<file path="src/hw/rtl/ppt_pkg.sv">
// Shared constants and controller/datapath interface types for the perfect power tester.
`timescale 1ns / 1ps
package ppt_pkg;

  localparam int PPT_MAX_EXPONENT = 32;
  localparam int PPT_NUM_W        = 32;
  localparam int PPT_BOUND_W      = 16;
  localparam int PPT_WIN_W        = PPT_BOUND_W + 2;
  localparam logic [PPT_NUM_W-1:0] PPT_POW_CAP = 32'h8000_0000;

  typedef struct packed {
    logic load;       // capture a new transaction, open the search window
    logic start_pow;  // take the window midpoint, restart the power
    logic mul_res;    // result = result * base power
    logic mul_sqr;    // base power = base power squared
    logic go_up;      // lo = mid + 1
    logic go_down;    // hi = mid - 1
  } ppt_cmd_t;

  typedef struct packed {
    logic n_zero;
    logic n_one;
    logic n_neg;
    logic window_empty;
    logic e_zero;
    logic e_lsb;
    logic eq;
    logic lt;
  } ppt_status_t;

endpackage

</file>
<file path="src/hw/rtl/perfect_power_test_core.sv">
// Top level of the perfect power tester: controller, datapath and output register.
//
//   channel | direction | handshake           | payload
//   --------+-----------+---------------------+--------------------------------------
//   input   | in        | in_valid / in_ready | number_in, exponent, search_upper_bound
//   output  | out       | out_valid/out_ready | is_power
//
// One transaction at a time. Zero, one and negative numbers are answered from the
// classify step with no search. Otherwise each search round runs a check step and
// then the power steps, each multiply on the single shared 32x32 saturating
// multiplier (at most 2*ExpW multiplies, 7 for exponent 32), and at most 17 rounds
// run (bound 65535).
// The result sits in an output register, so a new transaction is taken while the
// previous result still waits; a stalled output holds the controller only when a
// second result is ready. Reset (synchronous) returns to idle with no result pending.
`timescale 1ns / 1ps
module perfect_power_test_core #(
  parameter int MAX_EXPONENT = ppt_pkg::PPT_MAX_EXPONENT
) (
  input  logic                                        clk,
  input  logic                                        rst,
  input  logic                                        in_valid,
  output logic                                        in_ready,
  input  logic signed [ppt_pkg::PPT_NUM_W-1:0]        number_in,
  input  logic [$clog2(MAX_EXPONENT+1)-1:0]           exponent,
  input  logic [ppt_pkg::PPT_BOUND_W-1:0]             search_upper_bound,
  output logic                                        out_valid,
  input  logic                                        out_ready,
  output logic                                        is_power
);
  import ppt_pkg::*;

  localparam int ExpW = $clog2(MAX_EXPONENT + 1);

  ppt_cmd_t    cmd;
  ppt_status_t status;
  logic        in_fire;
  logic        out_free;
  logic        idle;
  logic        res_valid;
  logic        res_bit;

  // Accept only while the controller is idle and out of reset.
  assign in_ready = idle && !rst;
  assign in_fire  = in_valid && in_ready;

  // The output register may be overwritten when empty or drained this cycle.
  assign out_free = !out_valid || out_ready;

  ppt_ctrl u_ctrl (
    .clk       (clk),
    .rst       (rst),
    .in_fire   (in_fire),
    .out_free  (out_free),
    .status    (status),
    .cmd       (cmd),
    .idle      (idle),
    .res_valid (res_valid),
    .res_bit   (res_bit)
  );

  ppt_dp #(
    .ExpW (ExpW)
  ) u_dp (
    .clk                (clk),
    .number_in          (number_in),
    .exponent           (exponent),
    .search_upper_bound (search_upper_bound),
    .cmd                (cmd),
    .status             (status)
  );

  // Output register: load a finished answer, drop valid once the transaction is taken.
  always_ff @(posedge clk) begin
    if (rst) begin
      out_valid <= 1'b0;
    end else if (res_valid) begin
      out_valid <= 1'b1;
    end else if (out_ready) begin
      out_valid <= 1'b0;
    end
  end

  always_ff @(posedge clk) begin
    if (res_valid) begin
      is_power <= res_bit;
    end
  end

endmodule

</file>
<file path="src/hw/rtl/ppt_dp.sv">
// Datapath: search window, shared saturating multiplier and power compare.
`timescale 1ns / 1ps
module ppt_dp #(
  parameter int ExpW = 6
) (
  input  logic                                  clk,
  input  logic signed [ppt_pkg::PPT_NUM_W-1:0]  number_in,
  input  logic [ExpW-1:0]                       exponent,
  input  logic [ppt_pkg::PPT_BOUND_W-1:0]       search_upper_bound,
  input  ppt_pkg::ppt_cmd_t                     cmd,
  output ppt_pkg::ppt_status_t                  status
);
  import ppt_pkg::*;

  logic signed [PPT_NUM_W-1:0]   n;
  logic signed [PPT_WIN_W-1:0]   lo;
  logic signed [PPT_WIN_W-1:0]   hi;
  logic [PPT_BOUND_W-1:0]        mid;
  logic [PPT_NUM_W-1:0]          result;
  logic [PPT_NUM_W-1:0]          pw;
  logic [ExpW-1:0]               eshift;
  logic [ExpW-1:0]               exponent_q;

  logic signed [PPT_WIN_W-1:0]   win_sum;
  logic [PPT_BOUND_W-1:0]        mid_calc;
  logic [PPT_NUM_W-1:0]          op_a;
  logic [2*PPT_NUM_W-1:0]        prod;
  logic [PPT_NUM_W-1:0]          prod_sat;

  // Midpoint is only used while lo <= hi, both non-negative.
  assign win_sum  = lo + hi;
  assign mid_calc = win_sum[PPT_BOUND_W:1];

  assign op_a     = cmd.mul_res ? result : pw;
  assign prod     = {{PPT_NUM_W{1'b0}}, op_a} * {{PPT_NUM_W{1'b0}}, pw};
  assign prod_sat = (prod > {{PPT_NUM_W{1'b0}}, PPT_POW_CAP}) ? PPT_POW_CAP
                                                               : prod[PPT_NUM_W-1:0];

  always_ff @(posedge clk) begin
    if (cmd.load) begin
      n  <= number_in;
      lo <= '0;
      hi <= $signed({2'b00, search_upper_bound});
    end
    if (cmd.start_pow) begin
      mid    <= mid_calc;
      pw     <= {{(PPT_NUM_W-PPT_BOUND_W){1'b0}}, mid_calc};
      result <= {{(PPT_NUM_W-1){1'b0}}, 1'b1};
      eshift <= exponent_q;
    end
    if (cmd.mul_res) begin
      result    <= prod_sat;
      eshift[0] <= 1'b0;
    end
    if (cmd.mul_sqr) begin
      pw     <= prod_sat;
      eshift <= eshift >> 1;
    end
    if (cmd.go_up) begin
      lo <= $signed({2'b00, mid}) + PPT_WIN_W'(1);
    end
    if (cmd.go_down) begin
      hi <= $signed({2'b00, mid}) - PPT_WIN_W'(1);
    end
  end

  // Exponent is captured with the transaction and reloaded each round.
  always_ff @(posedge clk) begin
    if (cmd.load) begin
      exponent_q <= exponent;
    end
  end

  always_comb begin
    status.n_zero       = (n == '0);
    status.n_one        = (n == PPT_NUM_W'(1));
    status.n_neg        = n[PPT_NUM_W-1];
    status.window_empty = (lo > hi);
    status.e_zero       = (eshift == '0);
    status.e_lsb        = eshift[0];
    status.eq           = (result == $unsigned(n));
    status.lt           = (result < $unsigned(n));
  end

endmodule

</file>
<file path="src/hw/rtl/ppt_ctrl.sv">
// Controller: sequences the classify, binary-search and power steps.
`timescale 1ns / 1ps
module ppt_ctrl (
  input  logic                 clk,
  input  logic                 rst,
  input  logic                 in_fire,
  input  logic                 out_free,
  input  ppt_pkg::ppt_status_t status,
  output ppt_pkg::ppt_cmd_t    cmd,
  output logic                 idle,
  output logic                 res_valid,
  output logic                 res_bit
);
  import ppt_pkg::*;

  typedef enum logic [2:0] {
    S_IDLE,
    S_CLASSIFY,
    S_CHECK,
    S_POW,
    S_DONE
  } state_t;

  state_t state;
  logic   answer;

  always_ff @(posedge clk) begin
    if (rst) begin
      state  <= S_IDLE;
      answer <= 1'b0;
    end else begin
      case (state)
        S_IDLE: begin
          if (in_fire) state <= S_CLASSIFY;
        end
        S_CLASSIFY: begin
          if (status.n_zero || status.n_neg) begin
            answer <= 1'b0;
            state  <= S_DONE;
          end else if (status.n_one) begin
            answer <= 1'b1;
            state  <= S_DONE;
          end else begin
            state <= S_CHECK;
          end
        end
        S_CHECK: begin
          if (status.window_empty) begin
            answer <= 1'b0;
            state  <= S_DONE;
          end else begin
            state <= S_POW;
          end
        end
        S_POW: begin
          if (status.e_zero) begin
            if (status.eq) begin
              answer <= 1'b1;
              state  <= S_DONE;
            end else begin
              state <= S_CHECK;
            end
          end
        end
        S_DONE: begin
          if (out_free) state <= S_IDLE;
        end
        default: state <= S_IDLE;
      endcase
    end
  end

  always_comb begin
    cmd           = '0;
    cmd.load      = (state == S_IDLE) && in_fire;
    cmd.start_pow = (state == S_CHECK) && !status.window_empty;
    if (state == S_POW) begin
      if (status.e_zero) begin
        cmd.go_up   = !status.eq && status.lt;
        cmd.go_down = !status.eq && !status.lt;
      end else if (status.e_lsb) begin
        cmd.mul_res = 1'b1;
      end else begin
        cmd.mul_sqr = 1'b1;
      end
    end
  end

  assign idle      = (state == S_IDLE);
  assign res_valid = (state == S_DONE) && out_free;
  assign res_bit   = answer;

endmodule

</file>
<file path="config.mk">
export PLATFORM = sky130hd
export DESIGN_NAME = perfect_power_test_core
export DESIGN_NICKNAME = d
export VERILOG_FILES = /design/src/hw/rtl/ppt_pkg.sv /design/src/hw/rtl/perfect_power_test_core.sv /design/src/hw/rtl/ppt_dp.sv /design/src/hw/rtl/ppt_ctrl.sv
export SDC_FILE = /design/constraint.sdc
export NUM_CORES = 2
export LEC_CHECK = 0
export ABC_CLOCK_PERIOD_IN_PS = 9900
export BUFFER_PORTS_ARGS = -buffer_cell sky130_fd_sc_hd__buf_4
export CAP_MARGIN = 20
export CORE_ASPECT_RATIO = 2
export CORE_MARGIN = 2
export CORE_UTILIZATION = 60
export CTS_BUF_LIST = sky130_fd_sc_hd__clkbuf_8 sky130_fd_sc_hd__clkbuf_16
export CTS_CLUSTER_SIZE = 16
export DETAILED_ROUTE_END_ITERATION = 6
export PLACE_DENSITY = 0.79
export SYNTH_ARGS = -nofsm -noshare
export SYNTH_HDL_FRONTEND = slang
export SYNTH_SLANG_ARGS = --single-unit
export TNS_END_PERCENT = 30
</file>
<file path="constraint.sdc">
create_clock -name clk -period 9.9 [get_ports clk]
set_input_delay 0.495 -clock clk [delete_from_list [all_inputs] [get_ports clk]]
set_output_delay 0.495 -clock clk [all_outputs]
set_load 0.02 [all_outputs]
</file>
==> results_dict.tcl <==
set metrics [dict create \
    number_of_warnings_printed_during_yosys_synthesis 0 \
    crit_required_ns 10.19 \
    worst_setup_path_end_kind "register" \
    wp_data_arrival_ns 10.12 \
    setup-violations-final 0 \
    effective_utilization_at_floorplan 0.604 \
    drtAntennaViolNets 0 \
    row_count 139 \
    maximum_number_of_pins_on_one_net_before_global_route_repair 51 \
    worstHoldPathType "primary input to register" \
    setup_repair_after_global_routing_missed_its_margin "yes" \
    cts.clk_slew.worst_paths_ns 0.07 \
    grtUsageTotal 0.343 \
    syn_avg_cell_area_um2 9.26 \
    cts_hold_repair.buffers 0 \
    synth_nets 5954 \
    ctsHtreeMaxLevel 4 \
    dpl.hpwl_mm 103 \
    gpl.final_weighted_congestion 1.00 \
    core_area_mm2 0.0715 \
    nets 5987 \
    drt-vias-per-instance 5.96 \
    fp.dieArea_mm2 0.0743 \
    drt-pass1-iter-count 6 \
    routed-via-count 33600 \
    critPathMaxStageDelay_ns 0.58 \
    fmax_mhz 102 \
    dr.first_iter.drc_count 2193 \
    setup.worst_path.start_class "register" \
    clk-insertion-delay-late_ns 0.45 \
    fin_crit_ns 9.84 \
    syn-cell-area_mm2 0.0432 \
    detail_route.wirelength_mm 125 \
    drv.max_cap_violation_count 0 \
    clockRootBuffer "clkbuf_16" \
    floorplan.die.width_um 194 \
    post_synth_num_cell_types 89 \
    via_count_of_the_first_global_routing_pass 37200 \
    synth_async_sr_flop_share 0 \
    yosys_register_bits 164 \
    critical-path-top-cell-by-count "fa_1" \
    post_synth_edffs 158 \
    worst-slew-pin-transition_ns 0.835 \
    finalHoldViolCount 0 \
    worstPathMaxFanout 19 \
    slew_violations 0 \
    synth_top_flop_cell "edfxtp_1" \
    layout-drive-gt1-share 0.0931 \
    cts_tree "yes" \
    crit_path_top_delay_cell "fa_1" \
    max_slew_margin 0.443 \
    antenna_cells_inserted 0 \
    final_period_util 0.994 \
    tritoncts.num_buffers 17 \
    antenna_found_initial 0 \
    io-pin-count 61 \
    grt_first_pass_wirelength_mm 196 \
    synth_seq_area_share 0.113 \
    routedWlPerCell_um 22.2 \
    area_delta_synth_final_pct 8.23 \
    fin_worst_skew_ns 0.0119 \
    overflow 0 \
    worstSetupPathType "register to register" \
    drc_errors 0 \
    maximum_buffer_depth_of_the_clock_tree 2 \
    pre_cts_slack_ns -0.0925 \
    die_height_um 383 \
    netlist_instances 4668 \
    buffer_ports.inserted 60 \
    status "finished, final reports clean" \
    setup_ws_ns 0.0642 \
    cts.sinks 164 \
]
[area by class of cell]
type / count / area, um^2
Sequential cell: 164 / 4860
Clock buffer: 17 / 425
Inverter: 966 / 3630
Fill cell: 5496 / 24700
Clock inverter: 15 / 119
Timing Repair Buffer: 277 / 2450
Tap cell: 916 / 1150
Multi-Input combinational cell: 3275 / 34100
[routing by layer]
metal | vias up | global-route usage | wire (um)
li1 | 14300 | - | -
met1 | 17000 | 0.357 | 39900
met2 | 1629 | 0.641 | 67100
met3 | 569 | 0.0459 | 8440
met4 | 0 | 0.224 | 9360
met5 | - | 0 | 0
[synthesized netlist by cell type, types with 7 or more instances]
library cell	n	area share
nand3_1	28	0.0032
xor2_1	37	0.0075
a21oi_1	104	0.012
nand4_1	37	0.0054
nand2b_1	15	0.0022
inv_1	966	0.084
a211oi_1	14	0.0024
ha_1	331	0.096
nor3_1	73	0.0085
o31ai_1	8	0.0014
xnor2_1	53	0.011
o21bai_1	17	0.0030
o31ai_2	11	0.0032
o21ai_0	79	0.0092
nor4_1	20	0.0029
fa_1	897	0.42
buf_2	7	0.00081
and2_1	463	0.067
a31oi_1	10	0.0014
a21o_1	40	0.0070
mux2_2	49	0.013
and3_1	18	0.0026
clkbuf_1	253	0.022
edfxtp_1	158	0.11
o21a_1	27	0.0047
and4_1	10	0.0020
nor2_1	96	0.0083
or3_1	12	0.0017
or4_1	7	0.0012
nand2_1	680	0.059
nor4b_1	7	0.0014
o211ai_1	12	0.0021
[registers in the layout, summed over array words and instances, names as in the netlist]
signal and count:
is_power 1, out_valid 1, u_ctrl.res_bit 1, u_ctrl.state 3, u_dp.eshift 6, u_dp.exponent_q 6, u_dp.hi 17, u_dp.lo 17
u_dp.mid 16, u_dp.n 32, u_dp.pw 32, u_dp.result 32
[per-stage QoR]
stage               cell area, um^2  std cells  hold WS [ns]   util  TNS, ns
floorplan                     43200       4668         0.408      -        0
global placement              45300       5564         0.426  0.634  -0.0680
detailed placement            45300       5564         0.461  0.634    -2.38
CTS                           46100       5603         0.201  0.645        0
global route                  46800       5630         0.213  0.654    -4.28
finish                        46800       5630         0.216  0.654        0
[kinds of logic (layout without fill, tap and decap cells)]
kind of cell    after synthesis  count (layout)  synth area share
simple gates               1500            1500             0.173
buf+inv                    1231            1275             0.108
fa+ha+maj                  1228            1228             0.511
compound gates              399             399            0.0627
flops                       164             164             0.113
xor+xnor                     91              91            0.0188
mux                          55              57            0.0142
[layout by cell type (no fill, tap or decap), types with 15 or more instances in the layout]
cell type / count
a21o_1: 40
a21oi_1: 100
and2_1: 462
and3_1: 18
buf_12: 17
buf_4: 242
clkbuf_16: 21
edfxtp_1: 158
fa_1: 891
ha_1: 320
inv_1: 968
mux2_2: 22
mux2_4: 29
nand2_1: 678
nand2b_1: 15
nand3_1: 28
nand4_1: 37
nor2_1: 94
nor3_1: 67
nor4_1: 20
o21a_1: 27
o21ai_0: 70
o21bai_1: 17
xnor2_1: 53
xor2_1: 37
[path summary, 6_finish.rpt]
kind / start / to / slack [ns] / cells after the start
max: u_dp.eshift[0]$_DFFE_PP_ / u_dp.result[17]$_SDFFCE_PN0P_ / 0.06 / 30
min: exponent[5] / u_dp.exponent_q[5]$_DFFE_PP_ / 0.22 / 1
max reg2reg: u_dp.eshift[0]$_DFFE_PP_ / u_dp.result[17]$_SDFFCE_PN0P_ / 0.06 / 30
min reg2reg: u_ctrl.res_bit$_SDFFE_PP0P_ / is_power$_DFFE_PP_ / 0.47 / 0
[critical path: cells and delay by family, from the launching register on]
| family | cells | cell delay (ns) |
|---|---|---|
| AOI/OAI and AO/OA | 3 | 0.41 |
| adders and majority gates | 9 | 4.36 |
| buffers and inverters | 7 | 1.04 |
| DFF | 1 | 0.39 |
| muxes | 2 | 0.73 |
| and+or+nand+nor | 9 | 2.72 |
[what timing repair did]
item	CTS	global route
gates resized for setup	37	72
setup endpoints to repair	62	64
pin swaps	7	16
setup buffers	5	21
gates cloned	2	6
Power is not shown: default switching activity piles up to over one toggle a cycle in this logic, so the estimate is an artifact.
